## config.mk

```make
export PLATFORM = sky130hd
export DESIGN_NAME = midpoint_ellipse_rasterizer
export DESIGN_NICKNAME = d
export VERILOG_FILES = /design/src/hdl/mer_pkg.sv /design/src/hdl/mer_serial_mul.sv /design/src/hdl/mer_pixel_out.sv /design/src/hdl/midpoint_ellipse_rasterizer.sv
export SDC_FILE = /design/constraint.sdc
export NUM_CORES = 2
export LEC_CHECK = 0
export ABC_AREA = 1
export BUFFER_PORTS_ARGS = -buffer_cell sky130_fd_sc_hd__buf_2
export CORE_MARGIN = 4
export CORE_UTILIZATION = 53
export DETAILED_ROUTE_END_ITERATION = 16
export MAX_ROUTING_LAYER = met4
export PLACE_DENSITY = 0.69
export SLEW_MARGIN = 40
export SYNTH_ARGS = -nofsm -noshare
export SYNTH_HDL_FRONTEND = slang
export SYNTH_SLANG_ARGS = --single-unit
```

## constraint.sdc

```tcl
create_clock -name clk -period 11.4 [get_ports clk]
set_input_delay 0 -clock clk [delete_from_list [all_inputs] [get_ports clk]]
set_output_delay 0 -clock clk [all_outputs]
set_load 0.02 [all_outputs]
```

## src/hdl/mer_pkg.sv

```systemverilog
// Shared widths, codes and types for the midpoint ellipse rasterizer.
// No dependencies; used by mer_pixel_out and the top level.
package mer_pkg;

    localparam int COORD_BITS_DEF = 12;
    localparam int CENTER_BITS    = 12;
    localparam int RADIUS_BITS    = 11;
    localparam int SQ_BITS        = 2 * RADIUS_BITS;
    localparam int PIX_BITS       = 14;
    localparam int DEC_BITS       = 48;

    localparam logic MODE_LOAD = 1'b0;
    localparam logic MODE_STEP = 1'b1;

    // One pixel request from the sequencer to the output register
    typedef struct packed {
        logic load;
        logic neg_x;
        logic neg_y;
        logic last;
        logic fin;
    } pix_req_t;

endpackage

```

## src/hdl/mer_serial_mul.sv

```systemverilog
// Shift-and-add multiplier, one multiplier bit per cycle.
// Standalone; product is taken modulo 2^PW, optionally negated.
module mer_serial_mul #(
    parameter int PW = 48,
    parameter int BW = 22
) (
    input  logic          clk,
    input  logic          rst_n,
    input  logic          start,
    input  logic          neg,
    input  logic [PW-1:0] mcand,
    input  logic [BW-1:0] mplier,
    output logic          done,
    output logic [PW-1:0] prod
);

    logic [PW-1:0] mcand_reg, mcand_next;
    logic [PW-1:0] acc_reg, acc_next;
    logic [BW-1:0] mplier_reg, mplier_next;
    logic          neg_reg, neg_next;
    logic          busy_reg, busy_next;
    logic          done_reg, done_next;

    // Advance one multiplier bit; stop as soon as no set bits remain
    always_comb
    begin
        mcand_next  = mcand_reg;
        acc_next    = acc_reg;
        mplier_next = mplier_reg;
        neg_next    = neg_reg;
        busy_next   = busy_reg;
        done_next   = 1'b0;
        if (start)
        begin
            mcand_next  = mcand;
            mplier_next = mplier;
            acc_next    = '0;
            neg_next    = neg;
            busy_next   = 1'b1;
        end
        else if (busy_reg)
        begin
            if (mplier_reg == '0)
            begin
                busy_next = 1'b0;
                done_next = 1'b1;
            end
            else
            begin
                if (mplier_reg[0])
                begin
                    acc_next = acc_reg + mcand_reg;
                end
                mcand_next  = mcand_reg << 1;
                mplier_next = mplier_reg >> 1;
            end
        end
    end

    // Hold control state under reset, datapath free-running
    always_ff @(posedge clk or negedge rst_n)
    begin
        if (!rst_n)
        begin
            busy_reg <= 1'b0;
            done_reg <= 1'b0;
        end
        else
        begin
            busy_reg <= busy_next;
            done_reg <= done_next;
        end
    end

    always_ff @(posedge clk)
    begin
        mcand_reg  <= mcand_next;
        acc_reg    <= acc_next;
        mplier_reg <= mplier_next;
        neg_reg    <= neg_next;
    end

    assign done = done_reg;
    assign prod = neg_reg ? (PW'(0) - acc_reg) : acc_reg;

endmodule

```

## src/hdl/mer_pixel_out.sv

```systemverilog
// Output register for pixel transactions: forms center plus/minus offset.
// Depends on mer_pkg for widths and the pixel request struct.
module mer_pixel_out #(
    parameter int COORD_BITS = mer_pkg::COORD_BITS_DEF
) (
    input  logic                                clk,
    input  logic                                rst_n,
    input  mer_pkg::pix_req_t                   req,
    input  logic [mer_pkg::CENTER_BITS-1:0]     center_x,
    input  logic [mer_pkg::CENTER_BITS-1:0]     center_y,
    input  logic [COORD_BITS-1:0]               px,
    input  logic signed [COORD_BITS:0]          py,
    input  logic                                out_stall,
    output logic                                can_load,
    output logic                                out_valid,
    output logic signed [mer_pkg::PIX_BITS-1:0] pixel_x,
    output logic signed [mer_pkg::PIX_BITS-1:0] pixel_y,
    output logic                                last,
    output logic                                finished
);
    import mer_pkg::*;

    localparam int SW = (COORD_BITS + 2 > PIX_BITS) ? COORD_BITS + 2 : PIX_BITS;

    logic [SW-1:0]       cx_w, cy_w, ox_w, oy_w, sx, sy;
    logic                valid_reg, valid_next;
    logic [PIX_BITS-1:0] px_reg, py_reg;
    logic                last_reg, fin_reg;

    // Form the mirrored pixel position
    assign cx_w = SW'(center_x);
    assign cy_w = SW'(center_y);
    assign ox_w = SW'(px);
    assign oy_w = SW'(py);
    assign sx   = req.neg_x ? (cx_w - ox_w) : (cx_w + ox_w);
    assign sy   = req.neg_y ? (cy_w - oy_w) : (cy_w + oy_w);

    assign can_load = !valid_reg || !out_stall;

    // Hold until taken, load when free
    always_comb
    begin
        valid_next = valid_reg;
        if (req.load)
        begin
            valid_next = 1'b1;
        end
        else if (valid_reg && !out_stall)
        begin
            valid_next = 1'b0;
        end
    end

    always_ff @(posedge clk or negedge rst_n)
    begin
        if (!rst_n)
        begin
            valid_reg <= 1'b0;
        end
        else
        begin
            valid_reg <= valid_next;
        end
    end

    always_ff @(posedge clk)
    begin
        if (req.load)
        begin
            px_reg   <= sx[PIX_BITS-1:0];
            py_reg   <= sy[PIX_BITS-1:0];
            last_reg <= req.last;
            fin_reg  <= req.fin;
        end
    end

    assign out_valid = valid_reg;
    assign pixel_x   = px_reg;
    assign pixel_y   = py_reg;
    assign last      = last_reg;
    assign finished  = fin_reg;

endmodule

```

## src/hdl/midpoint_ellipse_rasterizer.sv

```systemverilog
// Midpoint ellipse rasterizer top level: sequencer, decision update, state.
// Depends on mer_pkg, mer_serial_mul and mer_pixel_out.
//
// A load transaction (mode 0) latches center and radii and produces no
// pixels; a step transaction (mode 1) produces the four mirrored pixels of
// the current point, the fourth marked last and, at the end of the outline,
// finished; a step after the end produces none. Items are handled one at a
// time: input stall is high from the accepted item until its work is done.
// All products come from one shift-and-add multiplier that retires one
// multiplier bit per cycle and stops once no set bits remain in its
// multiplier operand. A load takes four products. A region-two step takes
// two products and a region-one step four; the step that changes region
// adds the four products of the region-two seed. A step also waits while
// the output side stalls. The last pixel of a step sits in the output
// register while the next item is already accepted.
module midpoint_ellipse_rasterizer #(
    parameter int COORD_BITS = mer_pkg::COORD_BITS_DEF
) (
    input  logic                                clk,
    input  logic                                rst_n,
    input  logic                                in_valid,
    output logic                                in_stall,
    input  logic                                mode,
    input  logic [mer_pkg::CENTER_BITS-1:0]     center_x,
    input  logic [mer_pkg::CENTER_BITS-1:0]     center_y,
    input  logic [mer_pkg::RADIUS_BITS-1:0]     radius_x,
    input  logic [mer_pkg::RADIUS_BITS-1:0]     radius_y,
    output logic                                out_valid,
    input  logic                                out_stall,
    output logic signed [mer_pkg::PIX_BITS-1:0] pixel_x,
    output logic signed [mer_pkg::PIX_BITS-1:0] pixel_y,
    output logic                                last,
    output logic                                finished
);
    import mer_pkg::*;

    localparam int QW = SQ_BITS + 2 * (COORD_BITS + 2) + 3;
    localparam int PW = (QW > DEC_BITS) ? QW : DEC_BITS;
    localparam int BW = (SQ_BITS > COORD_BITS + 2) ? SQ_BITS : COORD_BITS + 2;

    typedef enum logic [4:0] {
        ST_IDLE,
        ST_L_RX2,
        ST_L_RY2,
        ST_L_RX2RY,
        ST_L_RR,
        ST_L_INIT,
        ST_T_A,
        ST_T_B,
        ST_T_CMP,
        ST_SD_A1,
        ST_SD_A2,
        ST_SD_B1,
        ST_SD_B2,
        ST_SD_FIN,
        ST_CHK,
        ST_U_X,
        ST_U_Y,
        ST_U_DEC,
        ST_E0,
        ST_E1,
        ST_E2,
        ST_E3
    } state_t;

    state_t state_reg, state_next;

    logic [CENTER_BITS-1:0]     cx_reg, cx_next, cy_reg, cy_next;
    logic [RADIUS_BITS-1:0]     rx_reg, rx_next, ry_reg, ry_next;
    logic [SQ_BITS-1:0]         rx2_reg, rx2_next, ry2_reg, ry2_next;
    logic [2*SQ_BITS-1:0]       rr_reg, rr_next;
    logic [PW-1:0]              t0_reg, t0_next, t1_reg, t1_next;
    logic [COORD_BITS-1:0]      px_reg, px_next;
    logic signed [COORD_BITS:0] py_reg, py_next;
    logic [COORD_BITS:0]        nx_reg, nx_next;
    logic signed [COORD_BITS:0] ny_reg, ny_next;
    logic [DEC_BITS-1:0]        dec_reg, dec_next;
    logic                       region2_reg, region2_next;
    logic                       drawing_reg, drawing_next;
    logic                       issued_reg, issued_next;

    logic                mul_state, mul_start, mul_neg, mul_done;
    logic [PW-1:0]       mul_a, mul_prod;
    logic [BW-1:0]       mul_b;
    logic [COORD_BITS:0] seed_a, ny_mag;
    logic [COORD_BITS+1:0] seed_b, seed_b_mag;
    logic [PW-1:0]       q_sum, q_adj, q_div;
    logic [DEC_BITS-1:0] t0_dbl, t1_dbl, ry2_w, rx2_w;
    logic                dec_neg, dec_pos;
    pix_req_t            pix_req;
    logic                can_load;

    // Operands of the region-two seed and the new-point magnitude
    assign seed_a     = {px_reg, 1'b1};
    assign seed_b     = {py_reg[COORD_BITS], py_reg} - 1'b1;
    assign seed_b_mag = seed_b[COORD_BITS+1] ? ((COORD_BITS+2)'(0) - seed_b) : seed_b;
    assign ny_mag     = ny_reg[COORD_BITS] ? ((COORD_BITS+1)'(0) - ny_reg) : ny_reg;

    // Seed in quarter units, divided by four toward zero
    assign q_sum = t0_reg + (t1_reg << 2) - (PW'(rr_reg) << 2);
    assign q_adj = q_sum[PW-1] ? (q_sum + PW'(3)) : q_sum;
    assign q_div = {{2{q_adj[PW-1]}}, q_adj[PW-1:2]};

    assign t0_dbl  = {t0_reg[DEC_BITS-2:0], 1'b0};
    assign t1_dbl  = {t1_reg[DEC_BITS-2:0], 1'b0};
    assign ry2_w   = DEC_BITS'(ry2_reg);
    assign rx2_w   = DEC_BITS'(rx2_reg);
    assign dec_neg = dec_reg[DEC_BITS-1];
    assign dec_pos = !dec_reg[DEC_BITS-1] && (dec_reg != '0);

    // Select multiplier operands by state
    always_comb
    begin
        mul_state = 1'b1;
        mul_a     = '0;
        mul_b     = '0;
        mul_neg   = 1'b0;
        unique case (state_reg)
            ST_L_RX2:
            begin
                mul_a = PW'(rx_reg);
                mul_b = BW'(rx_reg);
            end
            ST_L_RY2:
            begin
                mul_a = PW'(ry_reg);
                mul_b = BW'(ry_reg);
            end
            ST_L_RX2RY:
            begin
                mul_a = PW'(rx2_reg);
                mul_b = BW'(ry_reg);
            end
            ST_L_RR:
            begin
                mul_a = PW'(rx2_reg);
                mul_b = BW'(ry2_reg);
            end
            ST_T_A:
            begin
                mul_a = PW'(ry2_reg);
                mul_b = BW'(px_reg);
            end
            ST_T_B:
            begin
                mul_a = PW'(rx2_reg);
                mul_b = BW'(py_reg[COORD_BITS-1:0]);
            end
            ST_SD_A1:
            begin
                mul_a = PW'(ry2_reg);
                mul_b = BW'(seed_a);
            end
            ST_SD_A2:
            begin
                mul_a = t0_reg;
                mul_b = BW'(seed_a);
            end
            ST_SD_B1:
            begin
                mul_a = PW'(rx2_reg);
                mul_b = BW'(seed_b_mag);
            end
            ST_SD_B2:
            begin
                mul_a = t1_reg;
                mul_b = BW'(seed_b_mag);
            end
            ST_U_X:
            begin
                mul_a = PW'(ry2_reg);
                mul_b = BW'(nx_reg);
            end
            ST_U_Y:
            begin
                mul_a   = PW'(rx2_reg);
                mul_b   = BW'(ny_mag);
                mul_neg = ny_reg[COORD_BITS];
            end
            default:
            begin
                mul_state = 1'b0;
            end
        endcase
    end

    assign mul_start = mul_state && !issued_reg;

    mer_serial_mul #(
        .PW(PW),
        .BW(BW)
    ) u_mul (
        .clk    (clk),
        .rst_n  (rst_n),
        .start  (mul_start),
        .neg    (mul_neg),
        .mcand  (mul_a),
        .mplier (mul_b),
        .done   (mul_done),
        .prod   (mul_prod)
    );

    // Sequence load, region test, seed, update and pixel emission
    always_comb
    begin
        state_next   = state_reg;
        cx_next      = cx_reg;
        cy_next      = cy_reg;
        rx_next      = rx_reg;
        ry_next      = ry_reg;
        rx2_next     = rx2_reg;
        ry2_next     = ry2_reg;
        rr_next      = rr_reg;
        t0_next      = t0_reg;
        t1_next      = t1_reg;
        px_next      = px_reg;
        py_next      = py_reg;
        nx_next      = nx_reg;
        ny_next      = ny_reg;
        dec_next     = dec_reg;
        region2_next = region2_reg;
        drawing_next = drawing_reg;
        issued_next  = issued_reg;
        pix_req      = '0;

        if (mul_start)
        begin
            issued_next = 1'b1;
        end
        else if (mul_state && mul_done)
        begin
            issued_next = 1'b0;
        end

        unique case (state_reg)
            ST_IDLE:
            begin
                if (in_valid)
                begin
                    if (mode == MODE_LOAD)
                    begin
                        cx_next      = center_x;
                        cy_next      = center_y;
                        rx_next      = radius_x;
                        ry_next      = radius_y;
                        px_next      = '0;
                        py_next      = (COORD_BITS+1)'(radius_y);
                        region2_next = 1'b0;
                        drawing_next = 1'b1;
                        state_next   = ST_L_RX2;
                    end
                    else if (drawing_reg)
                    begin
                        if (region2_reg)
                        begin
                            state_next = ST_CHK;
                        end
                        else if (py_reg < 0)
                        begin
                            state_next = ST_SD_A1;
                        end
                        else
                        begin
                            state_next = ST_T_A;
                        end
                    end
                end
            end
            ST_L_RX2:
            begin
                if (issued_reg && mul_done)
                begin
                    rx2_next   = mul_prod[SQ_BITS-1:0];
                    state_next = ST_L_RY2;
                end
            end
            ST_L_RY2:
            begin
                if (issued_reg && mul_done)
                begin
                    ry2_next   = mul_prod[SQ_BITS-1:0];
                    state_next = ST_L_RX2RY;
                end
            end
            ST_L_RX2RY:
            begin
                if (issued_reg && mul_done)
                begin
                    t0_next    = mul_prod;
                    state_next = ST_L_RR;
                end
            end
            ST_L_RR:
            begin
                if (issued_reg && mul_done)
                begin
                    rr_next    = mul_prod[2*SQ_BITS-1:0];
                    state_next = ST_L_INIT;
                end
            end
            ST_L_INIT:
            begin
                dec_next   = ry2_w - t0_reg[DEC_BITS-1:0] + DEC_BITS'(rx2_reg[SQ_BITS-1:2]);
                state_next = ST_IDLE;
            end
            ST_T_A:
            begin
                if (issued_reg && mul_done)
                begin
                    t0_next    = mul_prod;
                    state_next = ST_T_B;
                end
            end
            ST_T_B:
            begin
                if (issued_reg && mul_done)
                begin
                    t1_next    = mul_prod;
                    state_next = ST_T_CMP;
                end
            end
            ST_T_CMP:
            begin
                if (t0_reg <= t1_reg)
                begin
                    state_next = ST_CHK;
                end
                else
                begin
                    state_next = ST_SD_A1;
                end
            end
            ST_SD_A1:
            begin
                if (issued_reg && mul_done)
                begin
                    t0_next    = mul_prod;
                    state_next = ST_SD_A2;
                end
            end
            ST_SD_A2:
            begin
                if (issued_reg && mul_done)
                begin
                    t0_next    = mul_prod;
                    state_next = ST_SD_B1;
                end
            end
            ST_SD_B1:
            begin
                if (issued_reg && mul_done)
                begin
                    t1_next    = mul_prod;
                    state_next = ST_SD_B2;
                end
            end
            ST_SD_B2:
            begin
                if (issued_reg && mul_done)
                begin
                    t1_next    = mul_prod;
                    state_next = ST_SD_FIN;
                end
            end
            ST_SD_FIN:
            begin
                dec_next     = q_div[DEC_BITS-1:0];
                region2_next = 1'b1;
                state_next   = ST_CHK;
            end
            ST_CHK:
            begin
                // Drop out when the current point lies below the axis
                if (py_reg < 0)
                begin
                    drawing_next = 1'b0;
                    state_next   = ST_IDLE;
                end
                else
                begin
                    if (!region2_reg)
                    begin
                        nx_next = {1'b0, px_reg} + 1'b1;
                        ny_next = dec_neg ? py_reg : (py_reg - 1'b1);
                    end
                    else
                    begin
                        ny_next = py_reg - 1'b1;
                        nx_next = dec_pos ? {1'b0, px_reg} : ({1'b0, px_reg} + 1'b1);
                    end
                    state_next = ST_U_X;
                end
            end
            ST_U_X:
            begin
                if (issued_reg && mul_done)
                begin
                    t0_next    = mul_prod;
                    state_next = ST_U_Y;
                end
            end
            ST_U_Y:
            begin
                if (issued_reg && mul_done)
                begin
                    t1_next    = mul_prod;
                    state_next = ST_U_DEC;
                end
            end
            ST_U_DEC:
            begin
                if (!region2_reg)
                begin
                    if (dec_neg)
                    begin
                        dec_next = dec_reg + t0_dbl + ry2_w;
                    end
                    else
                    begin
                        dec_next = dec_reg + t0_dbl - t1_dbl - ry2_w;
                    end
                end
                else
                begin
                    if (dec_pos)
                    begin
                        dec_next = dec_reg - t1_dbl + rx2_w;
                    end
                    else
                    begin
                        dec_next = dec_reg + t0_dbl - t1_dbl + rx2_w;
                    end
                end
                state_next = ST_E0;
            end
            ST_E0:
            begin
                if (can_load)
                begin
                    pix_req.load = 1'b1;
                    state_next   = ST_E1;
                end
            end
            ST_E1:
            begin
                pix_req.neg_x = 1'b1;
                if (can_load)
                begin
                    pix_req.load = 1'b1;
                    state_next   = ST_E2;
                end
            end
            ST_E2:
            begin
                pix_req.neg_y = 1'b1;
                if (can_load)
                begin
                    pix_req.load = 1'b1;
                    state_next   = ST_E3;
                end
            end
            ST_E3:
            begin
                pix_req.neg_x = 1'b1;
                pix_req.neg_y = 1'b1;
                pix_req.last  = 1'b1;
                pix_req.fin   = ny_reg[COORD_BITS];
                if (can_load)
                begin
                    pix_req.load = 1'b1;
                    px_next      = nx_reg[COORD_BITS-1:0];
                    py_next      = ny_reg;
                    if (ny_reg[COORD_BITS])
                    begin
                        drawing_next = 1'b0;
                    end
                    state_next = ST_IDLE;
                end
            end
            default:
            begin
                state_next = ST_IDLE;
            end
        endcase
    end

    always_ff @(posedge clk or negedge rst_n)
    begin
        if (!rst_n)
        begin
            state_reg   <= ST_IDLE;
            cx_reg      <= '0;
            cy_reg      <= '0;
            rx_reg      <= '0;
            ry_reg      <= '0;
            px_reg      <= '0;
            py_reg      <= '0;
            dec_reg     <= '0;
            region2_reg <= 1'b0;
            drawing_reg <= 1'b0;
            issued_reg  <= 1'b0;
        end
        else
        begin
            state_reg   <= state_next;
            cx_reg      <= cx_next;
            cy_reg      <= cy_next;
            rx_reg      <= rx_next;
            ry_reg      <= ry_next;
            px_reg      <= px_next;
            py_reg      <= py_next;
            dec_reg     <= dec_next;
            region2_reg <= region2_next;
            drawing_reg <= drawing_next;
            issued_reg  <= issued_next;
        end
    end

    always_ff @(posedge clk)
    begin
        rx2_reg <= rx2_next;
        ry2_reg <= ry2_next;
        rr_reg  <= rr_next;
        t0_reg  <= t0_next;
        t1_reg  <= t1_next;
        nx_reg  <= nx_next;
        ny_reg  <= ny_next;
    end

    assign in_stall = (state_reg != ST_IDLE);

    mer_pixel_out #(
        .COORD_BITS(COORD_BITS)
    ) u_out (
        .clk       (clk),
        .rst_n     (rst_n),
        .req       (pix_req),
        .center_x  (cx_reg),
        .center_y  (cy_reg),
        .px        (px_reg),
        .py        (py_reg),
        .out_stall (out_stall),
        .can_load  (can_load),
        .out_valid (out_valid),
        .pixel_x   (pixel_x),
        .pixel_y   (pixel_y),
        .last      (last),
        .finished  (finished)
    );

endmodule
```

==> summary.md <==
| Metric | Value |
|---|---|
| Flop and latch count out of synthesis | `509` |
| Reg-to-reg endpoint | `dec_reg[34]` |
| Number of max-cap violations | `0` |
| Crit path time final | `7.29 ns` |
| Clk network pwr share | `10.3%` |
| Switch share | `59.6%` |
| Share of post-route cells with drive strength above 1 | `5.29%` |
| Clock Root Buffer | `clkbuf_16` |
| Die H | `336 µm` |
| Slowest stage cell on the critical path | `a21oi_1` |
| Ys flop type | `edfxtp_1` |
| Sequential fraction of the synthesis area | `24.8%` |
| Io pins | `83` |
| Core Box Area | `0.106 mm²` |
| Placed Area | `0.0592 mm²` |
| First DRT Iteration DRCs | `8799` |
| Max Root-Sink Buffers | `3` |
| Cell variety after synth | `63` |
| Post-CTS setup buffer count | `0` |
| Worst Hold End | `rx_reg[2]` |
| Cell Area, Synth | `0.0569 mm²` |
| Slew HR | `37.4%` |
| Die width | `336 µm` |
| Cells after Synth | `8774` |
| Fmax achieved | `137 MHz` |
| GR Util All Layers | `45.2%` |
| Post-synth EDFFs | `326` |
| Number of vias per cell | `6.18` |
| CTS Buf Count | `61` |
| Nets | `9508` |
| Seq pwr share | `15.4%` |
| Combinational power share | `74.3%` |
| Vias in the first global route | `60500` |
| Avg WL per Cell | `24.7 µm` |
| Async set-reset flop share out of synthesis | `25.5%` |
| Post-Route WL | `256 mm` |
| Actual slew at the worst max-slew pin | `0.929 ns` |
| Critical Path AT | `7.88 ns` |
| Setup WS pre-CTS | `4.51 ns` |
| CP max stage delay | `0.60 ns` |
| Setup TNS | `0 ns` |
| Final Skew | `0.0761 ns` |
| TritonRoute pass-1 iters | `8` |
| Vias | `64000` |
| Area Growth Syn to Fin | `8.92%` |
| Pwr Density | `333 mW/mm²` |
| Cell count of the worst reg-to-reg path | `32` |
| Post-route ant nets | `0` |
| Leakage Power | `30.9 nW` |
| Initial cell density of the core | `53.7%` |
| Switching power | `12.3 mW` |
| Largest net degree at the start of global routing | `70` |
| GR Overflow Total | `0` |
| RR Startpoint | `t0_reg[0]` |
| PortBufs | `82` |
| Setup crit start kind | `flip-flop` |
| Unrepaired setup endpoints after global routing | `false` |
| GP Congestion | `1.14` |
| # resized after CTS | `0` |
| DRC viols | `0` |
| CP dominant cell by count | `nand2_1` |
| Outcome | `completed` |
| Pint | `8.34 mW` |
| Net Count, Synth | `9379` |
| Hold Path Stages | `4` |
| Setup ws final | `4.11 ns` |
| Max VDD drop | `236 µV` |
| Max-slew violation count | `0` |
| Fin crit share | `64.0%` |
| Final setup violation count | `0` |
| First-pass GRT wire length | `371 mm` |
| Avg Cell Area, Syn | `6.48 µm²` |
| Worst EP required | `11.99 ns` |
| Fillers | `10100` |
| HP Class | `in -> reg` |
| Design Area, Final | `0.0620 mm²` |
| Yosys warns | `0` |
| Hold slack | `0.00424 ns` |
| # rows | `119` |
| Worst setup startpoint | `t0_reg[0]` |
| CP max FO | `5` |
| Clk Latency, worst-skew pair | `0.73 ns` |
| Clock-pin slew on the worst setup and hold paths | `0.06 ns` |
| Crit Path Category | `reg -> reg` |
| CTS tree | `yes` |
| CP Capture Type | `flip-flop` |
| Register-to-register setup slack | `4.11 ns` |
| CTS H-tree lvls | `2` |
| Die ar. | `0.113 mm²` |
| HP Start | `radius_x[2]` |
| Initial antenna violation count | `11` |
| Hpwl dp | `209 mm` |
| Clock sink total | `509` |
| Fin. Hold Viols | `0` |
[per-stage QoR]
stage / util, % / total power, mW / instances
floorplan: - / 12.9 / 8774
global route: 58.5 / 21.9 / 10400
CTS: 58.5 / 20.0 / 10300
global placement: 55.7 / 17.6 / 10200
finish: 58.5 / 20.7 / 10400
detailed placement: 55.9 / 17.7 / 10200
[what timing repair did]
action,CTS,global route
endpoints found under the setup margin,0,0
hold endpoints to repair,167,0
hold buffers,60,0
[power groups by stage]
stage / Combinational [mW] / Clock (mW) / Sequential, mW
2_1_floorplan: 9.88 / 0 / 3.01
3_3_place_gp: 14.4 / 0 / 3.14
3_5_place_dp: 14.6 / 0 / 3.17
4_1_cts: 14.7 / 2.13 / 3.14
5_1_grt: 16.5 / 2.19 / 3.21
6_report: 15.3 / 2.14 / 3.17
[final cells by class]
cell class	count	area, µm²	area share (%)
diodes	7	17.5	0.0283
flip-flops and latches	509	14100	22.8
well taps	1391	1740	2.81
inverters	1566	5880	9.49
multi-input cells	6573	36600	59.0
clock buffers	86	1770	2.86
repair buffers	192	1490	2.41
clock inverters	30	363	0.586
[metal layers]
metal / vias up / global-route usage [%] / part of all wire, %
li1: 28900 / - / -
met1: 29700 / 56.9 / 37
met2: 4502 / 67.7 / 42
met3: 883 / 10.9 / 14
met4: 0 / 23.0 / 6.5
met5: - / - / 0
[cells in the mapped netlist, types with 102 or more instances]
| cell | n | share of area [%] |
|---|---|---|
| ha_1 | 460 | 10 |
| o21ai_0 | 509 | 4.5 |
| inv_1 | 1534 | 10 |
| a21oi_1 | 583 | 5.1 |
| nor2_1 | 789 | 5.2 |
| nand3_1 | 492 | 4.3 |
| nand4_1 | 159 | 1.7 |
| edfxtp_1 | 326 | 17 |
| xor2_1 | 192 | 3.0 |
| dfrtp_1 | 130 | 5.7 |
| nand2_1 | 2429 | 16 |
| nor3_1 | 102 | 0.90 |
[cells in the final DEF (no fill, tap or decap), types with 16 or more instances in the layout]
master	netlist	routed
nor3_1	102	101
dfxtp_1	53	53
a21o_1	28	28
xor2_1	192	184
dfrtp_1	130	129
clkbuf_16	0	64
ha_1	460	460
dlygate4sd3_1	0	59
o221ai_1	16	16
a31oi_1	64	63
nor2_4	11	16
nor2_2	57	62
buf_2	20	81
a21oi_1	583	581
edfxtp_1	326	326
xnor2_1	66	66
or2_2	41	41
inv_2	21	23
o21ai_0	509	509
fa_1	94	94
o31ai_1	17	17
nand2_1	2429	2427
o21bai_1	39	39
o22ai_1	92	92
nor2_1	789	779
buf_4	1	43
nand2_2	46	46
nand3_1	492	491
nand3b_1	23	23
nand4_1	159	159
inv_1	1534	1533
nor4_1	35	35
o21ai_1	19	19
o21a_1	18	18
o211ai_1	63	63
[worst max path at each step]
stage | end | slack [ns] | cells after the start
6_report | dec_reg[34] | 4.11 | 32
2_1_floorplan | dec_reg[45] | 6.63 | 37
3_5_place_dp | dec_reg[33] | 4.51 | 32
5_1_grt | dec_reg[37] | 3.97 | 38
4_1_cts | dec_reg[33] | 4.40 | 32
3_3_place_gp | dec_reg[34] | 4.55 | 32
[cells by family (layout without fill, tap and decap cells)]
| family | after synthesis | after routing | share of synthesized area (%) |
|---|---|---|---|
| other | 0 | 7 | 0 |
| adders and majority gates | 554 | 554 | 13.4 |
| AOI/OAI and AO/OA | 1536 | 1536 | 15.2 |
| xor gates and xnor gates | 260 | 260 | 4.03 |
| and+or+nand+nor | 4221 | 4221 | 31.3 |
| DFF | 509 | 509 | 24.8 |
| muxes | 2 | 2 | 0.0352 |
| buffers and inverters | 1692 | 1874 | 11.2 |
[worst max-delay path, delay by kind of cell (launching register included)]
family,cells,cell delay (ns)
adder cells (fa/ha/maj),4,1.60
AO/OA/AOI/OAI,9,2.24
XOR/XNOR,3,0.59
AND/OR/NAND/NOR,13,1.97
buffers and inverters,3,0.19
flip-flops,1,0.55
Note: power is estimated with default switching activity, not from simulation.
